==> config.mk <==
export PLATFORM = sky130hd
export DESIGN_NAME = csr5_tile_descriptor_offsets
export DESIGN_NICKNAME = d
export VERILOG_FILES = /design/src/rtl/csr5td_pkg.sv /design/src/rtl/csr5td_core.sv /design/src/rtl/csr5td_queue.sv /design/src/rtl/csr5_tile_descriptor_offsets.sv
export SDC_FILE = /design/constraint.sdc
export NUM_CORES = 1
export LEC_CHECK = 0
export ABC_AREA = 1
export BUFFER_PORTS_ARGS = -buffer_cell sky130_fd_sc_hd__buf_2
export CAP_MARGIN = 20
export CELL_PAD_IN_SITES_DETAIL_PLACEMENT = 1
export CELL_PAD_IN_SITES_GLOBAL_PLACEMENT = 2
export CORE_UTILIZATION = 30
export CTS_CLUSTER_DIAMETER = 50
export DETAILED_ROUTE_END_ITERATION = 6
export PLACE_DENSITY = 0.74
export SYNTH_ARGS = -nofsm -noshare
export SYNTH_HDL_FRONTEND = slang
export SYNTH_HIERARCHICAL = 1
export SYNTH_SLANG_ARGS = --single-unit
==> constraint.sdc <==
create_clock -name clk -period 12.64 [get_ports clk]
set_input_delay 0.632 -clock clk [delete_from_list [all_inputs] [get_ports clk]]
set_output_delay 0.632 -clock clk [all_outputs]
set_load 0.02 [all_outputs]
==> src/rtl/csr5td_pkg.sv <==
`timescale 1ns / 1ps
// ----------------------------------------------------------------------------
// csr5td_pkg
// types, constants and helpers shared by the csr5 tile descriptor blocks
// ----------------------------------------------------------------------------
package csr5td_pkg;

  localparam int ADDR_W      = 3;
  localparam int QUEUE_DEPTH = 4;
  localparam int QPTR_W      = 2;
  localparam int QCNT_W      = 3;

  localparam logic       REG_TILE_DEPTH   = 1'b0;
  localparam logic [5:0] TILE_DEPTH_RESET = 6'd4;
  localparam logic [5:0] DEPTH_LIMIT      = 6'd32;
  localparam logic [7:0] OFFSET_MAX       = 8'hFF;

  typedef struct packed {
    logic [1:0] column_index;
    logic [7:0] flag_offset;
    logic       next_empty;
    logic       tile_last;
  } result_t;

  // up to two results leave the core per item, first one first
  typedef struct packed {
    logic [1:0] count;
    result_t    first;
    result_t    second;
  } push_t;

  function automatic logic [5:0] popcount32(input logic [31:0] v);
    logic [31:0] a;
    logic [31:0] b;
    logic [31:0] c;
    logic [31:0] d;
    logic [31:0] e;
    a = v - ((v >> 1) & 32'h5555_5555);
    b = (a & 32'h3333_3333) + ((a >> 2) & 32'h3333_3333);
    c = (b + (b >> 4)) & 32'h0F0F_0F0F;
    d = c + (c >> 8);
    e = d + (d >> 16);
    return e[5:0];
  endfunction

endpackage

==> src/rtl/csr5td_core.sv <==
`timescale 1ns / 1ps
// ----------------------------------------------------------------------------
// csr5td_core
// per-column offset computation and tile state
// ----------------------------------------------------------------------------
module csr5td_core
  import csr5td_pkg::*;
#(
  parameter int COLUMNS_PER_TILE = 4,
  parameter int MAX_TILE_DEPTH   = 32
) (
  input  logic        clk,
  input  logic        rst,
  input  logic        advance,
  input  logic [31:0] flags,
  input  logic [5:0]  tile_depth,
  output push_t       push
);

  localparam int CW = (COLUMNS_PER_TILE > 2) ? $clog2(COLUMNS_PER_TILE) : 1;
  localparam logic [CW-1:0] LAST_COL = CW'(COLUMNS_PER_TILE - 1);
  localparam logic [5:0] DEPTH_CAP =
    (MAX_TILE_DEPTH < 32) ? 6'(MAX_TILE_DEPTH) : DEPTH_LIMIT;

  logic [CW-1:0] column_counter, column_counter_next;
  logic          held_valid, held_valid_next;
  logic [7:0]    held_offset, held_offset_next;
  logic [7:0]    running_offset, running_offset_next;

  logic [5:0]    depth_eff;
  logic [31:0]   mask;
  logic [31:0]   masked;
  logic [5:0]    ones;
  logic          first_col;
  logic [CW-1:0] col;
  logic [8:0]    sum;
  result_t       held_res;
  result_t       last_res;

  always_comb begin
    depth_eff = (tile_depth > DEPTH_CAP) ? DEPTH_CAP : tile_depth;
    for (int r = 0; r < 32; r++) begin
      mask[r] = 6'(r) < depth_eff;
    end
    first_col = (column_counter == '0) || !held_valid;
    masked    = flags & mask;
    if (column_counter == '0) begin
      masked[0] = 1'b1;
    end
    ones = popcount32(masked);
    col  = first_col ? '0 : column_counter;
    sum  = {1'b0, running_offset} + 9'(ones);

    held_res.column_index = 2'(column_counter - CW'(1));
    held_res.flag_offset  = held_offset;
    held_res.next_empty   = (masked == '0);
    held_res.tile_last    = 1'b0;

    if (first_col) begin
      held_offset_next    = '0;
      running_offset_next = 8'(ones);
    end else begin
      held_offset_next    = running_offset;
      running_offset_next = sum[8] ? OFFSET_MAX : sum[7:0];
    end

    last_res.column_index = 2'(col);
    last_res.flag_offset  = held_offset_next;
    last_res.next_empty   = 1'b0;
    last_res.tile_last    = 1'b1;

    push.first  = first_col ? last_res : held_res;
    push.second = last_res;
    push.count  = 2'(!first_col) + 2'(col == LAST_COL);

    if (col == LAST_COL) begin
      // tile ends here
      held_valid_next     = 1'b0;
      held_offset_next    = '0;
      running_offset_next = '0;
      column_counter_next = '0;
    end else begin
      held_valid_next     = 1'b1;
      column_counter_next = col + CW'(1);
    end

    if (!advance) begin
      push.count = 2'd0;
    end
  end

  always_ff @(posedge clk) begin
    if (rst) begin
      column_counter <= '0;
      held_valid     <= 1'b0;
      held_offset    <= '0;
      running_offset <= '0;
    end else if (advance) begin
      column_counter <= column_counter_next;
      held_valid     <= held_valid_next;
      held_offset    <= held_offset_next;
      running_offset <= running_offset_next;
    end
  end

endmodule

==> src/rtl/csr5td_queue.sv <==
`timescale 1ns / 1ps
// ----------------------------------------------------------------------------
// csr5td_queue
// small result queue that takes up to two results per cycle
// ----------------------------------------------------------------------------
module csr5td_queue
  import csr5td_pkg::*;
(
  input  logic              clk,
  input  logic              rst,
  input  push_t             push,
  input  logic              pop,
  output logic [QCNT_W-1:0] level,
  output result_t           head
);

  result_t            mem [QUEUE_DEPTH];
  logic [QPTR_W-1:0]  wr_ptr;
  logic [QPTR_W-1:0]  rd_ptr;

  assign head = mem[rd_ptr];

  always_ff @(posedge clk) begin
    if (rst) begin
      wr_ptr <= '0;
      rd_ptr <= '0;
      level  <= '0;
    end else begin
      wr_ptr <= wr_ptr + QPTR_W'(push.count);
      rd_ptr <= rd_ptr + QPTR_W'(pop);
      level  <= level + QCNT_W'(push.count) - QCNT_W'(pop);
    end
  end

  always_ff @(posedge clk) begin
    if (push.count != 2'd0) begin
      mem[wr_ptr] <= push.first;
    end
    if (push.count == 2'd2) begin
      mem[wr_ptr + QPTR_W'(1)] <= push.second;
    end
  end

endmodule

==> src/rtl/csr5_tile_descriptor_offsets.sv <==
`timescale 1ns / 1ps
// ----------------------------------------------------------------------------
// csr5_tile_descriptor_offsets
// flag offset and next-empty generation for the columns of csr5 tiles
// ----------------------------------------------------------------------------
// Takes one tile column per cycle while the output queue has room. A column
// is held in the input register and goes through a masked popcount and a
// saturating add combinationally, and its results are written into a
// four-entry output queue from which they leave in order. Each result but a
// tile's last describes the previous column, since next_empty needs the next
// one: the first column of a tile yields nothing and the last yields two.
// Input is taken while the queue holds at most two results, so with the
// result side always ready the block sustains one column per cycle; the
// popcount and add are combinational and do not hold the flow.
module csr5_tile_descriptor_offsets
  import csr5td_pkg::*;
#(
  parameter int COLUMNS_PER_TILE = 4,
  parameter int MAX_TILE_DEPTH   = 32
) (
  input  logic              clk,
  input  logic              rst,
  input  logic              psel,
  input  logic              penable,
  input  logic              pwrite,
  input  logic [ADDR_W-1:0] paddr,
  input  logic [31:0]       pwdata,
  output logic [31:0]       prdata,
  output logic              pready,
  input  logic              column_valid,
  output logic              column_ready,
  input  logic [31:0]       column_flags,
  output logic              result_valid,
  input  logic              result_ready,
  output logic [1:0]        column_index,
  output logic [7:0]        flag_offset,
  output logic              next_empty,
  output logic              tile_last
);

  logic [5:0]        tile_depth;
  logic              in_full;
  logic [31:0]       flags_q;
  logic              advance;
  logic              pop;
  logic [QCNT_W-1:0] level;
  push_t             push;
  result_t           head;

  // configuration port
  assign pready = 1'b1;
  assign prdata = (paddr[2] == REG_TILE_DEPTH) ? {26'd0, tile_depth} : 32'd0;

  always_ff @(posedge clk) begin
    if (rst) begin
      tile_depth <= TILE_DEPTH_RESET;
    end else if (psel && penable && pwrite && paddr[2] == REG_TILE_DEPTH) begin
      tile_depth <= pwdata[5:0];
    end
  end

  // input register, drains while the queue has room for two results
  assign advance      = in_full && (level <= QCNT_W'(QUEUE_DEPTH - 2));
  assign column_ready = !in_full || advance;

  always_ff @(posedge clk) begin
    if (rst) begin
      in_full <= 1'b0;
    end else if (column_ready) begin
      in_full <= column_valid;
    end
  end

  always_ff @(posedge clk) begin
    if (column_ready && column_valid) begin
      flags_q <= column_flags;
    end
  end

  csr5td_core #(
    .COLUMNS_PER_TILE (COLUMNS_PER_TILE),
    .MAX_TILE_DEPTH   (MAX_TILE_DEPTH)
  ) u_core (
    .clk        (clk),
    .rst        (rst),
    .advance    (advance),
    .flags      (flags_q),
    .tile_depth (tile_depth),
    .push       (push)
  );

  assign result_valid = (level != '0);
  assign pop          = result_valid && result_ready;

  csr5td_queue u_queue (
    .clk   (clk),
    .rst   (rst),
    .push  (push),
    .pop   (pop),
    .level (level),
    .head  (head)
  );

  assign column_index = head.column_index;
  assign flag_offset  = head.flag_offset;
  assign next_empty   = head.next_empty;
  assign tile_last    = head.tile_last;

endmodule

Word level (Yosys, flattened, before mapping)
Memories as Yosys holds them, arrays and structs flattened. A register that Yosys moved wholly into a read port is not among the register bits.
Cells that the tools add are included.
{"block": "word_totals", "word_cells": 96, "output_inout_bits": 47, "reg_bits": 65, "ramBits": 48, "n_memories": 1}
{"memory": "u_queue.mem", "words": 4, "width": 12, "read_ports": 1, "rd_ports_with_merged_regs": 1, "write_ports": 2, "line_no": "csr5td_queue.sv:17", "text": "result_t mem [QUEUE_DEPTH];"}
{"block": "op_classes", "order_cmp": 34, "muxes": 18, "reduce_logical": 15, "eq_ne": 2, "bitwise": 2, "addsub": 14}
{"op": "$lt 5x6->1 const A", "n": 16}
{"op": "$lt 4x6->1 const A", "n": 8}
{"op": "$mux 8", "n": 5}
{"op": "$and 32x32->32", "n": 1}
{"op": "$logic_not 32->1", "n": 1}
{"op": "$sub 32x31->32", "n": 1}
{"op": "$add 30x30->31", "n": 1}
{"op": "$add 28x27->28", "n": 1}
{"op": "$lt 3x6->1 const A", "n": 4}
{"op": "$add 20x20->21", "n": 1}
{"op": "$lt 1x6->1 const A", "n": 2}
{"op": "$lt 2x6->1 const A", "n": 2}
{"op": "$mux 12", "n": 1}
{"op": "$mux 6", "n": 2}
{"op": "$add 8x6->9", "n": 1}
{"op": "$mux 2", "n": 4}
{"op": "$add 6x5->6", "n": 1}
{"op": "$gt 6x6->1 const B", "n": 1}
{"op": "$logic_and 1x1->1", "n": 6}
{"op": "$mux 1", "n": 6}
{"op": "$add 2x1->2 const B", "n": 2}
{"op": "$eq 2x2->1 const B", "n": 2}
{"op": "$add 3x2->3", "n": 1}
{"op": "$le 3x2->1 const B", "n": 1}
{"op": "other kinds (11)", "n": 14}

Logic depth before layout (Yosys ltp)
Gate-level depths: netlist of the first run.
{"block": "depth", "word_depth": 14, "ltp_mapped": 44}

Modules after synthesis
Netlist of the first run, hierarchy kept.
{"module": "csr5td_core", "area_each_um2": 4917.2, "cells_each": 785, "instances": 1}
{"module": "csr5td_queue", "area_each_um2": 2841.5, "cells_each": 315, "instances": 1}
{"module": "csr5_tile_descriptor_offsets", "area_each_um2": 1595.3, "cells_each": 130, "instances": 1}

Least setup slack after synthesis of the first run
OpenSTA, ideal clock, no wires.
{"block": "synth_timing", "kind": "register to register", "start": "register tile_depth[5]", "end": "register u_core.running_offset[0]", "arrival_time_ps": 6277, "setup_time_ps": 132, "slack_ps": 6231, "stages_incl_launch_ff": 35, "path_cell_list": "dfxtp_1 -> buf_6 -> nor2_4 -> nand2_2 -> or2_2 -> a21oi_1 -> ha_1 -> nand2_2 -> a21oi_2 -> o21bai_1 -> nand2_1 -> nand2_1 -> xor2_1 -> ha_1 -> fa_1 -> inv_1 -> fa_1 -> inv_1 -> fa_1 -> xor2_1 -> ha_1 -> a21oi_1 -> inv_1 -> a31oi_1 -> xor2_1 -> inv_1 -> ha_1 -> a21oi_1 -> nand2_1 -> a21oi_1 -> o21ai_0 -> a31oi_1 -> nand2_1 -> o211ai_1 -> a21oi_1"}
{"block": "synth_via", "elab_chain_cells": 14}
{"item": "start: declaration", "line_no": "csr5_tile_descriptor_offsets.sv:41", "text": "logic [5:0] tile_depth;"}
{"item": "start signal: assignment", "line_no": "csr5_tile_descriptor_offsets.sv:58", "text": "tile_depth <= pwdata[5:0];"}
{"item": "$gt 6x6->1", "line_no": "csr5td_core.sv:41", "text": "depth_eff = (tile_depth > DEPTH_CAP) ? DEPTH_CAP : tile_depth;"}
{"item": "$mux 6 (*)", "line_no": "csr5td_core.sv:41"}
{"item": "$lt 1x6->1", "line_no": "csr5td_core.sv:43", "text": "mask[r] = 6'(r) < depth_eff;"}
{"item": "$and 32x32->32 (*)", "line_no": "csr5td_core.sv:46", "text": "masked = flags & mask;"}
{"item": "$mux 1", "line_no": "csr5td_core.sv:47", "text": "if (column_counter == '0) begin"}
{"item": "$sub 32x31->32 (*)", "line_no": "csr5td_pkg.sv:38", "text": "a = v - ((v >> 1) & 32'h5555_5555);"}
{"item": "$add 30x30->31 (*)", "line_no": "csr5td_pkg.sv:39", "text": "b = (a & 32'h3333_3333) + ((a >> 2) & 32'h3333_3333);"}
{"item": "$add 28x27->28 (*)", "line_no": "csr5td_pkg.sv:40", "text": "c = (b + (b >> 4)) & 32'h0F0F_0F0F;"}
{"item": "$add 20x20->21 (*)", "line_no": "csr5td_pkg.sv:41", "text": "d = c + (c >> 8);"}
{"item": "$add 6x5->6 (*)", "line_no": "csr5td_pkg.sv:42", "text": "e = d + (d >> 16);"}
{"item": "$add 8x6->9", "line_no": "csr5td_core.sv:52", "text": "sum = {1'b0, running_offset} + 9'(ones);"}
{"item": "$mux 8", "line_no": "csr5td_core.sv:64", "text": "running_offset_next = sum[8] ? OFFSET_MAX : sum[7:0];"}
{"item": "$mux 8 (*)", "line_no": "csr5td_core.sv:59", "text": "if (first_col) begin"}
{"item": "$mux 8 (*)", "line_no": "csr5td_core.sv:76", "text": "if (col == LAST_COL) begin"}
{"item": "end signal: assignment", "line_no": "csr5td_core.sv:102", "text": "running_offset <= running_offset_next;"}
{"item": "end: declaration", "line_no": "csr5td_core.sv:28", "text": "logic [7:0] running_offset, running_offset_next;"}
Mark *: on every way between the ends. The rest lies on a longest branch, timed or not.
A chain may end at the register's enable or synchronous reset.

Final worst setup path of the first run
{"block": "layout_timing", "start": "register tile_depth[5]", "end": "register u_core.running_offset[2]"}
The elaborated chain is that of the path after synthesis.

==> metrics.txt, run 1 <==
status complete, no violations; CTS tree built; DP Area 0.00997 mm²; Synth-to-Final Area Change 12.6%; Worst-Margin Slew 968 ps; IO Count 121; layout cells sized above 1 12.9%; Yosys reg bits 113; register area share after synthesis 32.7%; ant diodes 0; yosys warns 6; worst hold path class input pin to flop; CP top delay family adder cells; htree depth 4; die span in y 179 µm; max-slew violations 0; drt initial violations 260; hpwl dp 20700 µm; Final min period 7780 ps; post-synth cell types 51; CP Buf/Inv Count 5; Reg clk slew, reported paths 60 ps; first-pass GRT wire length 42500 µm; final WL 26000 µm; vias in the first global route 8176; max_slew headroom 35.4%; FMAX 129 MHz; Synth Instances 1230; Multi-input gate area 0.00520 mm²; Initial Util 30.5%; max incr delay on CP 570 ps; most common cell after layout, fill and taps aside nand2_1; clk root buf clkbuf_16; post-route ant nets 0; die area 0.0319 mm²; Setup TNS Final 0 ps; Fill cells 3791; Residual DRC 0; Crit path required time 12910 ps; cts bufs inserted 17; Synth area leader edfxtp_1; Post-synth EDFFs 80; Finish-stage setup viols 0; hold_ws 374 ps; Clk Latency, worst-skew pair 430 ps; Final Hold Fails 0; initial antenna violation count 0; commonest cells after routing, fill and taps aside nand2_1 (268), inv_1 (206), nor2_1 (102); Worst EP arrival 8050 ps; Final Skew 17.2 ps; hold_buf cts 0; Main synth FF type edfxtp_1; vias 7776; Critical Path End Type flop; PostCTS Resize Cnt 0; total gr overflow 0; Detailed Routing Iterations Pass 1 5; Nets 1471; Final Cell Area 0.0105 mm²; PortBufs 65; Async S/R FF share, synth 0%; unrepaired setup endpoints after global routing no; CP Max Fanout 10; Tcrit/Tclk final 61.5%; num rows 64; share of the synthesized area in the top cell type 25.7%; pin count of the biggest net entering global routing 50; Mapped Area 0.00935 mm²; global-route usage over all layers 17.4%; GP Congestion 0.822; # Max-Cap Violations 0; clk buf depth 2; Startpoint Class flop; die width 179 µm; post-CTS setup buffers 0; CTS Sinks 113; DR vias/cell 4.57; ranking of synthesized cells by area edfxtp_1 (26%), ha_1 (12%), nand2_1 (11%); Mapped Avg Cell Area 7.60 µm²; core footprint 0.0307 mm²; Setup CP Type flop to flop; Register Area 0.00306 mm²; Avg WL per Cell 15.3 µm; Worst path slowest cell dfxtp_1
## flip-flops by register name (all words and copies together), names as in the netlist, 3 cells and up
register	flops
u_queue/mem	48
flags_q	32
u_core/held_offset	8
u_core/running_offset	8
tile_depth	6
u_queue/level	3
## cell families after synthesis
family                     after synthesis  synth area share [%]
other                                    4                 0.160
AOI/OAI and AO/OA                      200                  12.1
and+or+nand+nor                        499                  23.5
DFF                                    113                  32.7
buffers and inverters                  276                  12.9
adders and majority gates              106                  15.5
xor gates and xnor gates                32                  3.00
## path summary, 6_finish.rpt
| check | startpoint | to | slack, ps | depth (start not counted) |
|---|---|---|---|---|
| max | tile_depth[5] | u_core/running_offset[2] | 4870 | 35 |
| min reg2reg | u_core/running_offset[3] | u_core/running_offset[3] | 500 | 2 |
| min | column_flags[16] | flags_q[16] | 370 | 1 |
| max reg2reg | tile_depth[5] | u_core/running_offset[2] | 4870 | 35 |
## Yosys cell counts (2+ instances only)
cell / number
conb_1: 4
inv_1: 206
xor2_1: 25
nand2_1: 268
buf_2: 8
nor2_2: 7
buf_4: 31
buf_6: 5
dfxtp_1: 33
nand3_2: 3
ha_1: 89
o31ai_1: 4
buf_1: 2
edfxtp_1: 80
nand3b_1: 2
a21boi_0: 3
o211ai_1: 23
nand2_4: 6
o21ai_0: 42
clkbuf_1: 9
a21oi_1: 64
nand3_1: 57
nand4_1: 10
nand2_2: 21
nor3_1: 8
a31oi_1: 2
a22oi_1: 8
xnor2_1: 7
o21ai_1: 41
fa_1: 17
nor2_4: 3
nor2_1: 102
inv_2: 11
and2_1: 3
nor3_2: 2
o21bai_1: 9
## routing by layer
metal | routed length [µm] | vias to the layer above | global-route usage, %
met5 | 0 | - | 0
met4 | 180 | 0 | 3.92
met1 | 11800 | 3653 | 20.6
met3 | 393 | 12 | 2.39
met2 | 13700 | 74 | 32.7
li1 | - | 4037 | -
## area by class of cell
class                           count  area share [%]
Sequential cell                   113            29.1
Tap cell                          396            4.70
Multi-Input combinational cell    866            49.4
Clock inverter                     15            1.18
Inverter                          220            7.87
Timing Repair Buffer               73            3.78
Clock buffer                       17            4.04
## through the flow
stage               setup slack, ps  utilization, %  cells
finish                         4870            34.4   1700
global route                   4020            34.4   1700
CTS                            4780            34.3   1699
detailed placement             4780            32.5   1667
global placement               4950            32.5   1667
floorplan                      6230               -   1255
Power of run 1 is left out: the tool's default activity adds up to more than one toggle a clock period on the data nets, which glitch-free logic cannot reach.
==> run 2, diff against run 1 <==
--- a/config.mk
+++ b/config.mk
@@ -5,7 +5,7 @@
 export SDC_FILE = /design/constraint.sdc
 export NUM_CORES = 1
 export LEC_CHECK = 0
-export ABC_AREA = 1
+export ABC_AREA = 0
 export BUFFER_PORTS_ARGS = -buffer_cell sky130_fd_sc_hd__buf_2
 export CAP_MARGIN = 20
 export CELL_PAD_IN_SITES_DETAIL_PLACEMENT = 1
@@ -13,7 +13,7 @@
 export CORE_UTILIZATION = 30
 export CTS_CLUSTER_DIAMETER = 50
 export DETAILED_ROUTE_END_ITERATION = 6
-export PLACE_DENSITY = 0.74
+export PLACE_DENSITY = 0.67
 export SYNTH_ARGS = -nofsm -noshare
 export SYNTH_HDL_FRONTEND = slang
 export SYNTH_HIERARCHICAL = 1
==> constraint.sdc (replaced) <==
create_clock -name clk -period 7.5 [get_ports clk]
set_input_delay 0.375 -clock clk [delete_from_list [all_inputs] [get_ports clk]]
set_output_delay 0.375 -clock clk [all_outputs]
set_load 0.02 [all_outputs]
==> metrics.txt, run 2 <==
status complete, no violations (unchanged); Startpoint Class flop (unchanged); vias in the first global route 6862 (was 8176); r2r setup slk 360 ps (was 4870 ps); Finish-stage setup viols 0 (unchanged); clk root buf clkbuf_16 (unchanged); largest family of logic cells by synthesized area adder cells (was simple AND/OR/NAND/NOR gates); cts bufs inserted 17 (unchanged); # Max-Cap Violations 0 (unchanged); total gr overflow 0 (unchanged); hold_buf cts 0 (unchanged); ant diodes 0 (unchanged); Setup CP Type flop to flop (unchanged); register area share after synthesis 35.2% (was 32.7%); Residual DRC 0 (unchanged); CP Max Fanout 8 (was 10); Final Hold Fails 0 (unchanged); CP Buf/Inv Count 6 (was 5); Inst Count DP 1307 (was 1667); die area 0.0297 mm² (was 0.0319 mm²); Tcrit/Tclk final 95.2% (was 61.5%); Main synth FF type edfxtp_1 (unchanged); share of the synthesized area in the top cell type 27.6% (was 25.7%); clk buf depth 2 (unchanged); IO Count 121 (unchanged); Finished Layout Cells 1344 (was 1700); Mapped Area 0.00870 mm² (was 0.00935 mm²); htree depth 4 (unchanged); Synth Area in Compound Gates 13.0% (was 12.1%); initial antenna violation count 0 (unchanged); Worst R2R Start tile_depth[1] (was tile_depth[5]); first-pass GRT wire length 37900 µm (was 42500 µm); max incr delay on CP 540 ps (was 570 ps); fraction of the mapped netlist area in simple logic gates 12.0% (was 23.5%); post-synthesis mux area share 10.7% (was 0%); final WL 23600 µm (was 26000 µm); CTS tree built (unchanged); worst hold path class input pin to flop (unchanged); Avg WL per Cell 17.5 µm (was 15.3 µm); Commonest cells post-synth ha_1 (89), edfxtp_1 (80), inv_1 (62), nor2_1 (47), a21oi_1 (37) (was nand2_1 (268), inv_1 (206), nor2_1 (102), ha_1 (89), edfxtp_1 (80)); CTS Sinks 113 (unchanged); Fill cells 3161 (was 3791); Mapped Avg Cell Area 10.7 µm² (was 7.60 µm²); Detailed Routing Iterations Pass 1 4 (was 5); core footprint 0.0282 mm² (was 0.0307 mm²); Largest regs u_queue/mem x48, flags_q x32 (unchanged); Worst Min Path Start column_flags[27] (was column_flags[16]); Crit path required time 7820 ps (was 12910 ps); Final min period 7140 ps (was 7780 ps); cell mode on critical path fa_1; Final Skew 14.9 ps (was 17.2 ps); Clk Latency, worst-skew pair 430 ps (about the same); most common cell after layout, fill and taps aside ha_1 (was nand2_1); Reg clk slew, reported paths 70 ps (was 60 ps); Post-synth EDFFs 80 (unchanged); Worst EP arrival 7460 ps (was 8050 ps); max_slew headroom 32.7% (was 35.4%); post-synth cell types 76 (was 51); PortBufs 65 (unchanged); die width 172 µm (was 179 µm); Worst-Margin Slew 1010 ps (was 968 ps); DR vias/cell 4.78 (was 4.57); layout cells sized above 1 31.3% (was 12.9%); Synth area leader edfxtp_1 (unchanged); DP Area 0.00989 mm² (was 0.00997 mm²); die span in y 172 µm (was 179 µm); Critical Path End Type flop (unchanged); most common cell in the netlist ha_1 (was nand2_1); Initial Util 30.9% (was 30.5%); Synth Instances 810 (was 1230); post-route ant nets 0 (unchanged); Nets 1133 (was 1471); hold_ws 117 ps (was 374 ps); hpwl dp 17500 µm (was 20700 µm); largest reg by FF count u_queue/mem (unchanged); max reg flops 48 (unchanged); yosys warns 6 (unchanged); commonest cells after routing, fill and taps aside ha_1 (87), buf_4 (86), edfxtp_1 (80) (was nand2_1 (268), inv_1 (206), nor2_1 (102)); FMAX 140 MHz (was 129 MHz); vias 6421 (was 7776); Yosys reg bits 113 (unchanged); xor/xnor share of the synthesized area 5.06% (was 3.00%); adder-cell share of the synthesized area 16.7% (was 15.5%); ranking of synthesized cells by area edfxtp_1 (28%), ha_1 (13%), dfxtp_1 (7.6%) (was edfxtp_1 (26%), ha_1 (12%), nand2_1 (11%)); Async S/R FF share, synth 0% (unchanged); post-layout util 38.2% (was 34.4%); num rows 61 (was 64); Final Cell Area 0.0108 mm² (was 0.0105 mm²); pin count of the biggest net entering global routing 38 (was 50); max-slew violations 0 (unchanged); GP Congestion 0.795 (was 0.822); Worst path slowest cell fa_1 (was dfxtp_1); CP top delay family adder cells (unchanged); Setup crit start tile_depth[1] (was tile_depth[5]); drt initial violations 286 (was 260); global-route usage over all layers 16.9% (was 17.4%); Synth-to-Final Area Change 23.6% (was 12.6%)
[run 2: cell count changes in the layout (fill, tap and decap cells not counted), moves of 19 or more]
cell      delta
o211ai_1    -22
a21oi_1     -33
nor2_1      -59
nand2_1    -236
buf_4       +79
and2_1      +23
nand2_2     -19
nand3_1     -52
mux2_2      +29
inv_1      -144
o21ai_1     -32
xnor2_1     +27
a21o_1      +22
[run 2: worst paths after layout]
| check | end | depth (start not counted) |
|---|---|---|
| min reg2reg | u_core/held_valid | 2 |
| min | flags_q[27] | 1 |
| max | u_core/running_offset[7] | 31 |
| max reg2reg | u_core/running_offset[7] | 31 |
[run 2: metrics by stage]
stage / setup TNS [ps] / worst slack, ps
finish: 0 / 359
global route: -113 / -61.8
CTS: 0 / 6.42
detailed placement: -412 / -101
global placement: 0 / 5.91
floorplan: 0 / 407
[run 2: cell families after synthesis]
group	after synthesis
XOR/XNOR	47
multiplexers	68
adder cells (fa/ha/maj)	106
buffers and inverters	119
other	4
AND/OR/NAND/NOR	190
flip-flops	113
AO/OA/AOI/OAI	163
[run 2: timing repair]
action | 4_1_cts | 5_1_grt
buffers inserted | 0 | 3
resized for setup | 7 | 45
pin swaps | 0 | 13
endpoints found under the setup margin | 8 | 8
[run 2: area by class of cell]
class | instances | area (µm²) | area share [%]
well taps | 378 | 473 | 4.40
clock buffers | 17 | 425 | 3.96
clock inverters | 15 | 150 | 1.40
multi-input cells | 603 | 5330 | 49.6
repair buffers | 156 | 1070 | 9.95
inverters | 62 | 233 | 2.16
flip-flops and latches | 113 | 3070 | 28.6
[run 2: layer usage]
layer	vias up	GRT usage (%)	part of all wire, %
met2	105	28.0	47
li1	3126	-	-
met4	0	4.39	1.2
met3	18	2.61	3.6
met1	3172	22.8	48
met5	-	0	0
Power of run 2 is left out for the same reason.
==> run 3, diff against run 2 <==
--- a/config.mk
+++ b/config.mk
@@ -10,10 +10,10 @@
 export CAP_MARGIN = 20
 export CELL_PAD_IN_SITES_DETAIL_PLACEMENT = 1
 export CELL_PAD_IN_SITES_GLOBAL_PLACEMENT = 2
-export CORE_UTILIZATION = 30
+export CORE_UTILIZATION = 38
 export CTS_CLUSTER_DIAMETER = 50
 export DETAILED_ROUTE_END_ITERATION = 6
-export PLACE_DENSITY = 0.67
+export PLACE_DENSITY = 0.82
 export SYNTH_ARGS = -nofsm -noshare
 export SYNTH_HDL_FRONTEND = slang
 export SYNTH_HIERARCHICAL = 1
==> metrics.txt, run 3 (synthesis results as in run 2) <==
hpwl dp 17100 µm (was 17500 µm); Finish-stage setup viols 0 (unchanged); layout cells sized above 1 28.6% (was 31.3%); DR vias/cell 5.24 (was 4.78); Register Area 0.00307 mm² (about the same); IO Count 121 (unchanged); Fill cells 2499 (was 3161); pin count of the biggest net entering global routing 38 (unchanged); die area 0.0235 mm² (was 0.0297 mm²); commonest cells after routing, fill and taps aside ha_1 (89), edfxtp_1 (80), buf_2 (65) (was ha_1 (87), buf_4 (86), edfxtp_1 (80)); die width 153 µm (was 172 µm); Clk Latency, worst-skew pair 430 ps (about the same); Nets 1107 (was 1133); first-pass GRT wire length 36800 µm (was 37900 µm); Startpoint Class flop (unchanged); drt initial violations 234 (was 286); CTS tree built (unchanged); Multi-input gate area 0.00527 mm² (was 0.00533 mm²); Avg WL per Cell 18.6 µm (was 17.5 µm); CP Max Fanout 18 (was 8); clk buf depth 2 (unchanged); Crit path required time 7820 ps (about the same); cts bufs inserted 17 (unchanged); Worst EP arrival 7470 ps (was 7460 ps); ant diodes 0 (unchanged); Residual DRC 0 (unchanged); Final Hold Fails 0 (unchanged); max reg flops 48 (unchanged); final WL 22800 µm (was 23600 µm); FMAX 140 MHz (about the same); initial antenna violation count 0 (unchanged); vias in the first global route 6913 (was 6862); Critical Path End Type flop (unchanged); Largest regs u_queue/mem x48, flags_q x32 (unchanged); clk root buf clkbuf_16 (unchanged); # Max-Cap Violations 0 (unchanged); Synth-to-Final Area Change 18.8% (was 23.6%); Setup CP Type flop to flop (unchanged); Worst-Margin Slew 985 ps (was 1010 ps); core footprint 0.0226 mm² (was 0.0282 mm²); Detailed Routing Iterations Pass 1 4 (unchanged); PortBufs 65 (unchanged); max-slew violations 0 (unchanged); worst hold path class input pin to flop (unchanged); CTS Sinks 113 (unchanged); max_slew headroom 34.0% (was 32.7%); status complete, no violations (unchanged); htree depth 4 (unchanged); total gr overflow 0 (unchanged); Reg clk slew, reported paths 70 ps (about the same); die span in y 153 µm (was 172 µm); num rows 55 (was 61); GP Congestion 0.827 (was 0.795); post-CTS setup buffers 0 (unchanged); post-route ant nets 0 (unchanged); Final min period 7150 ps (was 7140 ps); global-route usage over all layers 20.4% (was 16.9%); Final Skew 11.5 ps (was 14.9 ps); Tcrit/Tclk final 95.3% (was 95.2%); Setup TNS Final 0 ps (unchanged); largest reg by FF count u_queue/mem (unchanged); most common cell after layout, fill and taps aside ha_1 (unchanged); vias 6415 (was 6421); Initial Util 38.6% (was 30.9%)
==> run 3: metrics by stage <==
stage / hold slack [ps] / area (µm²) / util (%) / worst slack [ps] / cells
after floorplan: 442 / 8800 / - / 407 / 835
after global placement: 458 / 9580 / 42.4 / 57.2 / 1192
after detailed placement: 489 / 9600 / 42.5 / -71.8 / 1193
after CTS: 98.5 / 10200 / 45.2 / 11.0 / 1225
after global routing: 104 / 10300 / 45.8 / -45.3 / 1225
final: 115 / 10300 / 45.8 / 353 / 1225
==> run 3: cell type report <==
type / instances / area share (%)
Clock inverter: 15 / 1.56
Timing Repair Buffer: 130 / 8.06
Sequential cell: 113 / 29.7
Clock buffer: 17 / 4.11
Multi-Input combinational cell: 603 / 50.9
Inverter: 62 / 2.25
Tap cell: 285 / 3.45
==> run 3: worst max-delay path: stages, from the launching register on <==
cell and delay, ps:
dfxtp_2 370, buf_4 180, buf_4 200, a311o_1 340, nand2_1 110, ha_1 290
and3_1 220, a221o_1 440, a221oi_4 390, buf_4 180, a21oi_1 60, nor2_1 130
xnor2_1 150, fa_1 560, inv_1 60, fa_1 500, inv_1 70, fa_2 610
fa_2 450, fa_1 420, a21o_1 200, a21oi_2 180, nor2b_1 70, o21ai_1 130
nand2b_1 110, buf_4 150, o31a_1 270, o22a_1 190
==> run 3: final timing paths <==
path,from,end,slack (ps),cells past startpoint
setup / recovery,tile_depth[5],u_core/running_offset[7],350,27
hold / removal,column_flags[22],flags_q[22],120,1
setup reg to reg,tile_depth[5],u_core/running_offset[7],350,27
hold reg to reg,u_core/held_valid,u_core/held_valid,500,2
==> run 3: timing repair <==
action / in CTS / in global routing
pin swaps: 0 / 8
endpoints found under the setup margin: 7 / 8
gates resized for setup: 2 / 40
cloned: 0 / 0
endpoints found under the hold margin: 0 / 0
hold buffers: 0 / 0
==> run 3: layer usage <==
metal / up-vias / track usage [%] / wire (µm)
met4: 0 / 5.38 / 266
met5: - / 0 / 0
li1: 3084 / - / -
met1: 3209 / 25.6 / 10300
met3: 23 / 3.54 / 620
met2: 99 / 36.2 / 11600
Power of run 3 is left out for the same reason.
